[src/design/udp_session_request_splitter_assert.svh]
// ----------------------------------------------------------------------------
// Assertion macros for the UDP session request splitter
// Shared property wrappers clocked on clk_i and held off during reset.
// ----------------------------------------------------------------------------
`ifndef UDP_SESSION_REQUEST_SPLITTER_ASSERT_SVH
`define UDP_SESSION_REQUEST_SPLITTER_ASSERT_SVH

// Check that a condition implies a consequence in the same cycle.
`define USRS_ASSERT_SAME(lbl, cond, cons) \
  lbl: assert property (@(posedge clk_i) disable iff (!rst_ni) (cond) |-> (cons)) \
    else $error("udp_srs assertion failed");

// Check that a condition implies a consequence in the next cycle.
`define USRS_ASSERT_NEXT(lbl, cond, cons) \
  lbl: assert property (@(posedge clk_i) disable iff (!rst_ni) (cond) |=> (cons)) \
    else $error("udp_srs assertion failed");

`endif

[src/design/udp_srs_pkg.sv]
// ----------------------------------------------------------------------------
// udp_srs_pkg
// Shared types and constants of the UDP session request splitter.
// ----------------------------------------------------------------------------
package udp_srs_pkg;

  localparam int unsigned SLOT_BITS_DEF = 10;
  localparam int unsigned SLOT_W        = 10;
  localparam int unsigned RES_DEPTH     = 4;
  localparam int unsigned IN_TDATA_W    = 176;
  localparam int unsigned OUT_TDATA_W   = 224;
  localparam int unsigned OPC_MSB       = 47;
  localparam int unsigned OPC_LSB       = 32;

  localparam logic [15:0] OPC_OPEN  = 16'd7;
  localparam logic [15:0] OPC_CLOSE = 16'd8;

  localparam logic IN_KIND_HDR  = 1'b0;
  localparam logic IN_KIND_BEAT = 1'b1;

  typedef enum logic [1:0] {
    KIND_HEADER  = 2'd0,
    KIND_BEAT    = 2'd1,
    KIND_SESSION = 2'd2,
    KIND_COUNT   = 2'd3
  } out_kind_e;

  typedef struct packed {
    logic        kind;
    logic [31:0] src_ip;
    logic [31:0] dest_ip;
    logic [15:0] sport;
    logic [15:0] dport;
    logic [15:0] udp_length;
    logic [63:0] beat_data;
    logic        beat_last;
  } in_item_t;

  typedef struct packed {
    out_kind_e   out_kind;
    logic [31:0] out_src_ip;
    logic [31:0] out_dest_ip;
    logic [15:0] out_src_port;
    logic [15:0] out_dest_port;
    logic [15:0] out_length;
    logic [63:0] out_data;
    logic        out_beat_last;
    logic        session_open;
    logic [SLOT_W-1:0] session_slot;
    logic [31:0] packet_count;
    logic        run_last;
  } res_t;

  typedef struct packed {
    logic en0;
    logic en1;
  } push_t;

  typedef struct packed {
    logic       room2;
    logic [2:0] cnt;
  } fifo_stat_t;

endpackage

[src/design/udp_srs_core.sv]
// ----------------------------------------------------------------------------
// udp_srs_core
// Input register, packet phase tracking and result generation.
// ----------------------------------------------------------------------------
module udp_srs_core #(
  parameter int unsigned SLOT_BITS = udp_srs_pkg::SLOT_BITS_DEF
) (
  input  logic                    clk_i,
  input  logic                    rst_ni,
  input  logic                    in_valid_i,
  output logic                    in_ready_o,
  input  udp_srs_pkg::in_item_t   in_item_i,
  input  udp_srs_pkg::fifo_stat_t stat_i,
  output udp_srs_pkg::push_t      push_o,
  output udp_srs_pkg::res_t       res0_o,
  output udp_srs_pkg::res_t       res1_o
);
  import udp_srs_pkg::*;

  localparam logic [63:0] SlotMask = (64'd1 << SLOT_BITS) - 64'd1;

  typedef enum logic [1:0] {
    PH_HDR,
    PH_OPC,
    PH_SLOT,
    PH_DRAIN
  } phase_e;

  phase_e      phase_q, phase_d;
  logic        valid_q;
  in_item_t    item_q;
  logic [31:0] src_ip_q, src_ip_d;
  logic [31:0] dest_ip_q, dest_ip_d;
  logic [15:0] src_port_q, src_port_d;
  logic [15:0] dest_port_q, dest_port_d;
  logic [15:0] length_q, length_d;
  logic        is_open_q, is_open_d;
  logic [31:0] count_q, count_d;
  logic        consume;
  logic [15:0] opcode;
  logic [63:0] slot_full;

  assign consume    = valid_q && stat_i.room2;
  assign in_ready_o = !valid_q || stat_i.room2;
  assign opcode     = item_q.beat_data[OPC_MSB:OPC_LSB];
  assign slot_full  = item_q.beat_data & SlotMask;

  always_comb begin
    phase_d     = phase_q;
    src_ip_d    = src_ip_q;
    dest_ip_d   = dest_ip_q;
    src_port_d  = src_port_q;
    dest_port_d = dest_port_q;
    length_d    = length_q;
    is_open_d   = is_open_q;
    count_d     = count_q;
    push_o      = '0;
    res0_o      = '0;
    res1_o      = '0;
    if (consume) begin
      unique case (phase_q)
        PH_HDR: begin
          if (item_q.kind == IN_KIND_HDR) begin
            src_ip_d    = item_q.dest_ip;
            dest_ip_d   = item_q.src_ip;
            src_port_d  = item_q.dport;
            dest_port_d = item_q.sport;
            length_d    = item_q.udp_length;
            phase_d     = PH_OPC;
          end
        end
        PH_OPC: begin
          if (item_q.kind == IN_KIND_BEAT) begin
            if (opcode == OPC_OPEN || opcode == OPC_CLOSE) begin
              res0_o.out_kind      = KIND_HEADER;
              res0_o.out_src_ip    = src_ip_q;
              res0_o.out_dest_ip   = dest_ip_q;
              res0_o.out_src_port  = src_port_q;
              res0_o.out_dest_port = dest_port_q;
              res0_o.out_length    = length_q;
              res1_o.out_kind      = KIND_BEAT;
              res1_o.out_data      = item_q.beat_data;
              res1_o.out_beat_last = item_q.beat_last;
              res1_o.run_last      = 1'b1;
              push_o.en0           = 1'b1;
              push_o.en1           = 1'b1;
              is_open_d            = (opcode == OPC_OPEN);
              phase_d              = PH_SLOT;
            end else begin
              count_d             = count_q + 32'd1;
              res0_o.out_kind     = KIND_COUNT;
              res0_o.packet_count = count_d;
              res0_o.run_last     = 1'b1;
              push_o.en0          = 1'b1;
              phase_d             = item_q.beat_last ? PH_HDR : PH_DRAIN;
            end
          end
        end
        PH_SLOT: begin
          if (item_q.kind == IN_KIND_BEAT) begin
            res0_o.out_kind      = KIND_SESSION;
            res0_o.session_open  = is_open_q;
            res0_o.session_slot  = slot_full[SLOT_W-1:0];
            res1_o.out_kind      = KIND_BEAT;
            res1_o.out_data      = is_open_q ? item_q.beat_data
                                             : (item_q.beat_data & ~SlotMask);
            res1_o.out_beat_last = 1'b1;
            res1_o.run_last      = 1'b1;
            push_o.en0           = 1'b1;
            push_o.en1           = 1'b1;
            phase_d              = item_q.beat_last ? PH_HDR : PH_DRAIN;
          end
        end
        PH_DRAIN: begin
          if (item_q.kind == IN_KIND_BEAT && item_q.beat_last) begin
            phase_d = PH_HDR;
          end
        end
        default: phase_d = PH_HDR;
      endcase
    end
  end

  always_ff @(posedge clk_i or negedge rst_ni) begin
    if (!rst_ni) begin
      phase_q     <= PH_HDR;
      valid_q     <= 1'b0;
      src_ip_q    <= '0;
      dest_ip_q   <= '0;
      src_port_q  <= '0;
      dest_port_q <= '0;
      length_q    <= '0;
      is_open_q   <= 1'b0;
      count_q     <= '0;
    end else begin
      phase_q     <= phase_d;
      src_ip_q    <= src_ip_d;
      dest_ip_q   <= dest_ip_d;
      src_port_q  <= src_port_d;
      dest_port_q <= dest_port_d;
      length_q    <= length_d;
      is_open_q   <= is_open_d;
      count_q     <= count_d;
      if (in_ready_o) begin
        valid_q <= in_valid_i;
      end
    end
  end

  // Hold the input beat until the core consumes it, which waits for room for two results in the result queue.
  always_ff @(posedge clk_i) begin
    if (in_valid_i && in_ready_o) begin
      item_q <= in_item_i;
    end
  end

endmodule

[src/design/udp_srs_res_fifo.sv]
// ----------------------------------------------------------------------------
// udp_srs_res_fifo
// Small result queue taking up to two results per cycle, draining one while the output is ready.
// ----------------------------------------------------------------------------
module udp_srs_res_fifo (
  input  logic                    clk_i,
  input  logic                    rst_ni,
  input  udp_srs_pkg::push_t      push_i,
  input  udp_srs_pkg::res_t       res0_i,
  input  udp_srs_pkg::res_t       res1_i,
  output udp_srs_pkg::fifo_stat_t stat_o,
  output logic                    out_valid_o,
  input  logic                    out_ready_i,
  output udp_srs_pkg::res_t       out_res_o
);
  import udp_srs_pkg::*;

  localparam int unsigned PtrW = $clog2(RES_DEPTH);
  localparam int unsigned CntW = PtrW + 1;

  res_t            mem_q [RES_DEPTH];
  logic [PtrW-1:0] wr_ptr_q, wr_ptr_d;
  logic [PtrW-1:0] wr_ptr1;
  logic [PtrW-1:0] rd_ptr_q;
  logic [CntW-1:0] cnt_q, cnt_d;
  logic            pop;

  assign pop         = out_valid_o && out_ready_i;
  assign out_valid_o = (cnt_q != '0);
  assign out_res_o   = mem_q[rd_ptr_q];
  assign wr_ptr1     = wr_ptr_q + PtrW'(1);
  assign wr_ptr_d    = wr_ptr_q + PtrW'(push_i.en0) + PtrW'(push_i.en1);
  assign cnt_d       = cnt_q + CntW'(push_i.en0) + CntW'(push_i.en1) - CntW'(pop);

  always_comb begin
    stat_o       = '0;
    stat_o.room2 = (cnt_q <= CntW'(RES_DEPTH - 2));
    stat_o.cnt   = 3'(cnt_q);
  end

  always_ff @(posedge clk_i or negedge rst_ni) begin
    if (!rst_ni) begin
      wr_ptr_q <= '0;
      rd_ptr_q <= '0;
      cnt_q    <= '0;
    end else begin
      wr_ptr_q <= wr_ptr_d;
      cnt_q    <= cnt_d;
      if (pop) begin
        rd_ptr_q <= rd_ptr_q + PtrW'(1);
      end
    end
  end

  always_ff @(posedge clk_i) begin
    if (push_i.en0) begin
      mem_q[wr_ptr_q] <= res0_i;
    end
    if (push_i.en1) begin
      mem_q[wr_ptr1] <= res1_i;
    end
  end

endmodule

[src/design/udp_session_request_splitter.sv]
// Path: a taken beat is held in the input register item_q, its results are written
// into the result queue, and they leave the result queue in order.
// Throughput: one input beat per cycle while the queue has room for two results;
// results drain one per cycle while m_axis_tready is high.
// Reset: rst_ni low clears phase, saved header, packet count and the result queue.
// ----------------------------------------------------------------------------
// udp_session_request_splitter
// Splits received UDP packets into reply headers, reply beats, session
// requests and non-session packet count updates.
// ----------------------------------------------------------------------------
`include "udp_session_request_splitter_assert.svh"

module udp_session_request_splitter #(
  parameter int unsigned SLOT_BITS = udp_srs_pkg::SLOT_BITS_DEF
) (
  input  logic                                clk_i,
  input  logic                                rst_ni,
  input  logic                                s_axis_tvalid,
  output logic                                s_axis_tready,
  // src_ip, dest_ip, sport, dport, udp_length, beat_data
  input  logic [udp_srs_pkg::IN_TDATA_W-1:0]  s_axis_tdata,
  // kind
  input  logic                                s_axis_tuser,
  input  logic                                s_axis_tlast,
  output logic                                m_axis_tvalid,
  input  logic                                m_axis_tready,
  // out_src_ip, out_dest_ip, out_src_port, out_dest_port, out_length,
  // out_data, out_beat_last, session_open, session_slot, packet_count, zero pad
  output logic [udp_srs_pkg::OUT_TDATA_W-1:0] m_axis_tdata,
  // out_kind
  output logic [1:0]                          m_axis_tuser,
  // run_last
  output logic                                m_axis_tlast
);
  import udp_srs_pkg::*;

  in_item_t   in_item;
  push_t      push;
  res_t       res0;
  res_t       res1;
  res_t       out_res;
  fifo_stat_t stat;

  always_comb begin
    in_item            = '0;
    in_item.kind       = s_axis_tuser;
    in_item.src_ip     = s_axis_tdata[31:0];
    in_item.dest_ip    = s_axis_tdata[63:32];
    in_item.sport      = s_axis_tdata[79:64];
    in_item.dport      = s_axis_tdata[95:80];
    in_item.udp_length = s_axis_tdata[111:96];
    in_item.beat_data  = s_axis_tdata[175:112];
    in_item.beat_last  = s_axis_tlast;
  end

  udp_srs_core #(
    .SLOT_BITS(SLOT_BITS)
  ) u_core (
    .clk_i      (clk_i),
    .rst_ni     (rst_ni),
    .in_valid_i (s_axis_tvalid),
    .in_ready_o (s_axis_tready),
    .in_item_i  (in_item),
    .stat_i     (stat),
    .push_o     (push),
    .res0_o     (res0),
    .res1_o     (res1)
  );

  udp_srs_res_fifo u_fifo (
    .clk_i       (clk_i),
    .rst_ni      (rst_ni),
    .push_i      (push),
    .res0_i      (res0),
    .res1_i      (res1),
    .stat_o      (stat),
    .out_valid_o (m_axis_tvalid),
    .out_ready_i (m_axis_tready),
    .out_res_o   (out_res)
  );

  assign m_axis_tuser = out_res.out_kind;
  assign m_axis_tlast = out_res.run_last;
  assign m_axis_tdata = {4'b0000,
                         out_res.packet_count,
                         out_res.session_slot,
                         out_res.session_open,
                         out_res.out_beat_last,
                         out_res.out_data,
                         out_res.out_length,
                         out_res.out_dest_port,
                         out_res.out_src_port,
                         out_res.out_dest_ip,
                         out_res.out_src_ip};

  `USRS_ASSERT_SAME(a_cnt_bound, 1'b1, stat.cnt <= 3'(RES_DEPTH))
  `USRS_ASSERT_SAME(a_pair_order, push.en1, push.en0)
  `USRS_ASSERT_SAME(a_count_last, m_axis_tvalid && m_axis_tuser == KIND_COUNT, m_axis_tlast)
  `USRS_ASSERT_SAME(a_hdr_not_last, m_axis_tvalid && m_axis_tuser == KIND_HEADER, !m_axis_tlast)

endmodule

[config.mk]
export PLATFORM = sky130hd
export DESIGN_NAME = udp_session_request_splitter
export DESIGN_NICKNAME = d
export VERILOG_FILES = /design/src/design/udp_srs_pkg.sv /design/src/design/udp_srs_core.sv /design/src/design/udp_srs_res_fifo.sv /design/src/design/udp_session_request_splitter.sv
export VERILOG_INCLUDE_DIRS = /design/src /design/src/design
export SDC_FILE = /design/constraint.sdc
export NUM_CORES = 2
export LEC_CHECK = 0
export ABC_AREA = 1
export BUFFER_PORTS_ARGS = -buffer_cell sky130_fd_sc_hd__buf_4
export CAP_MARGIN = 10
export CORE_MARGIN = 8
export CORE_UTILIZATION = 25
export CTS_CLUSTER_DIAMETER = 30
export CTS_CLUSTER_SIZE = 25
export DETAILED_ROUTE_END_ITERATION = 6
export GPL_ROUTABILITY_DRIVEN = 0
export HOLD_SLACK_MARGIN = 0.03
export PLACE_DENSITY = 0.49
export SLEW_MARGIN = 20
export SYNTH_ARGS = -nofsm -noshare
export SYNTH_HDL_FRONTEND = slang
export SYNTH_SLANG_ARGS = --single-unit
[constraint.sdc]
create_clock -name clk_i -period 6 [get_ports clk_i]
set_input_delay 0.3 -clock clk_i [delete_from_list [all_inputs] [get_ports clk_i]]
set_output_delay 0.3 -clock clk_i [all_outputs]
set_load 0.01 [all_outputs]
==> impl_metrics.yaml <==
routing:
  wl_per_cell_um: 18.3
  drcViolationCount: 0
  drt-initial-drc-count: 2910
  antenna_left: 0
  vias: 45985
  drt-pass1-iter-count: 5
  routed_wirelength_um: 190000
  vias_per_cell: 4.43
yosys:
  synthTopCellsByCount: "1457 x nand2_1, 1242 x nor2_1, 624 x dfxtp_1"
  synth-edff-count: 446
  yosysMostFrequentCell: "nand2_1"
  synth_largest_area_cell: "edfxtp_1"
  seq_area_frac_synth_pct: 54.0
  syn_area_sq_um: 55100
  ys_ff_latch: 1225
  avgSynthCellArea_sq_um: 8.30
  synth_top_area_share_pct: 24.3
  ys.flop_type: "dfxtp_1"
  ys_warn_count: 0
  async_flop_share_pct: 12.7
  ys_types: 40
  synthTopCellsByArea: "edfxtp_1 24%, dfxtp_1 23%, nand2_1 9.9%"
  synthesis.instances: 6636
global_route:
  grt_max_degree: 202
  grt_overflow: 0
  grt_antenna_before_repair: 19
  track_usage_pct: 15.6
  grt_first_pass_wirelength_um: 287000
  grt_pass1_vias: 45730
pwr:
  power_density_nw_per_um2: 571
  cellLeakagePower_nw: 33.7
  irDropWorstVdd_v: 0.000340
floorplan:
  ios: 411
  rows: 172
  coreArea_sq_um: 219000
  die_h_um: 485
  initial_core_util_pct: 25.1
  die_area_sq_um: 236000
  die_w_um: 485
clock_network:
  cts_buffers: 348
  clock_sink_count: 1225
  htreeDepth: 5
  cts_buffer_depth: 4
  clk_pin_slew_worst_paths_ps: 40
  post-cts-setup-buffers: 0
  cts_root_buffer: "clkbuf_16"
  cts_tree: "done"
  clk_latency_ps: 920
job:
  drv_cap: 0
worst_setup_path:
  startpoint_type: "flop"
  reg2regPathDepth: 13
  crit_fanout: 56
  critPathArrivalTime_ps: 5160
  worstSetupPathType: "reg2reg"
  worstPathRequired_ps: 6760
  cp-end-kind: "flop"
sta:
  timing.final.crit_share_pct: 73.3
  worstMarginPinSlew_ps: 1170
  finalHoldViolCount: 0
  fin_crit_ps: 4400
  fmax_mhz: 227
  setup_viol: 0
  max_slew_margin_pct: 21.7
  fin_setup_tns_ps: 0
  rsz0062_at_grt: "false"
  skew_ps: 85.4
  holdWs_ps: 115
  drv_slew: 0
placed_design:
  dpl_cell_area_sq_um: 60600
  dp_cells: 9534
  hpwl_um: 107000
  io_buffer_count: 406
layout:
  num-nets-final: 7433
  final_cells: 10387
  fin_area_sq_um: 74500
  final_layout_size_suffix_gt1_share_pct: 22.0
  syn_to_final_growth_pct: 35.3
min_path:
  hp-class: "in2reg"
  whs_path_depth: 2
status:
  status: "finished, final reports clean"
## through the flow
step	total power [mW]	setup WS [ps]	utilization (%)
floorplan	19.0	1120	-
global placement	24.5	1770	27.6
detailed placement	24.7	1640	27.6
CTS	43.2	1600	34.0
global route	44.9	1330	34.0
finish	42.6	1600	34.0
## critical path, cell delays in order, from the launching register on
cell and delay (ps):
dfrtp_1 380, inv_1 120, ha_1 170, inv_1 50
nand2_1 60, nand2_1 380, inv_8 550, nand2_2 200
nor2_4 340, nand3_4 600, buf_4 590, buf_4 470
nand2_1 190, nor2_1 60
## state kept, by name, summed over array words and instances, names as in the netlist
| signal | cells |
|---|---|
| u_core.count_q | 32 |
| u_core.dest_port_q | 16 |
| u_fifo.cnt_q | 3 |
| u_core.src_ip_q | 32 |
| u_core.item_q | 178 |
| u_fifo.mem_q | 892 |
| u_core.phase_q | 2 |
| u_core.valid_q | 1 |
| u_core.length_q | 16 |
| u_core.src_port_q | 16 |
| u_fifo.wr_ptr_q | 2 |
| u_fifo.rd_ptr_q | 2 |
| u_core.dest_ip_q | 32 |
| u_core.is_open_q | 1 |
## cells in the final DEF (no fill, tap or decap), types with 24 or more instances in the layout
master and count:
nand2_1 1453, nor2_1 1242, dfxtp_1 624, o21ai_0 485
buf_4 454, or2_2 448, edfxtp_1 446, inv_1 409
clkbuf_16 359, dlygate4sd3_1 226, o22ai_1 223, clkinv_1 218
nand3_1 178, dfrtp_1 153, mux2_2 112, clkinv_2 75
nand4_1 68, clkbuf_1 64, bufinv_16 41, nand4_4 40
clkbuf_8 38, xor2_1 24
## logic make-up (layout without fill, tap and decap cells)
family	count (synthesis)	in the layout	share of synthesized area [%]
flops	1225	1225	54.0
simple gates	3471	3471	28.0
buf+inv	1065	1936	7.84
mux	112	112	2.29
fa+ha+maj	11	11	0.291
other cells	1	10	0.00681
compound gates	724	724	7.12
xor+xnor	27	27	0.429
## path summary, 6_finish.rpt
check,from,end,slack [ps]
setup / recovery,u_fifo.cnt_q[1]$_DFF_PN0_,u_fifo.mem_q[2][174]$_SDFFE_PP0P_,1600
hold / removal,s_axis_tdata[43],u_core.item_q[124]$_DFFE_PP_,110
setup reg to reg,u_fifo.cnt_q[1]$_DFF_PN0_,u_fifo.mem_q[2][174]$_SDFFE_PP0P_,1600
hold reg to reg,u_fifo.mem_q[1][16]$_SDFFE_PP0P_,u_fifo.mem_q[1][16]$_SDFFE_PP0P_,460
max in group asynchronous,rst_ni,u_core.count_q[12]$_DFFE_PN0P_,3860
min in group asynchronous,rst_ni,u_core.src_ip_q[20]$_DFFE_PN0P_,580
## report_power, final
group	internal [mW]	switching, mW	leakage, nW
clock	13.0	5.20	5.73
combinational	4.80	7.64	16.8
sequential	10.8	1.15	11.1
## final cells by class
| type | instances | area [sq um] |
|---|---|---|
| clock inverters | 159 | 1890 |
| inverters | 617 | 2370 |
| clock buffers | 461 | 9750 |
| diodes | 6 | 15.0 |
| flip-flops and latches | 1225 | 29800 |
| repair buffers | 699 | 6050 |
| fillers | 22281 | 145000 |
| multi-input cells | 4349 | 21100 |
| well taps | 2871 | 3590 |
## per-layer routing
| metal | wire, um | track usage (%) | up-vias |
|---|---|---|---|
| met5 | 19 | 0 | - |
| met4 | 4670 | 4.94 | 4 |
| met3 | 10900 | 3.26 | 353 |
| met2 | 89600 | 26.0 | 1354 |
| met1 | 84800 | 20.1 | 21829 |
| li1 | - | - | 22445 |
## repair_timing
item                      CTS  global route
gates resized for setup     0             0
hold endpoints to repair  323             0
hold buffers              226             0
No activity file was read; power rests on OpenSTA's default activity.
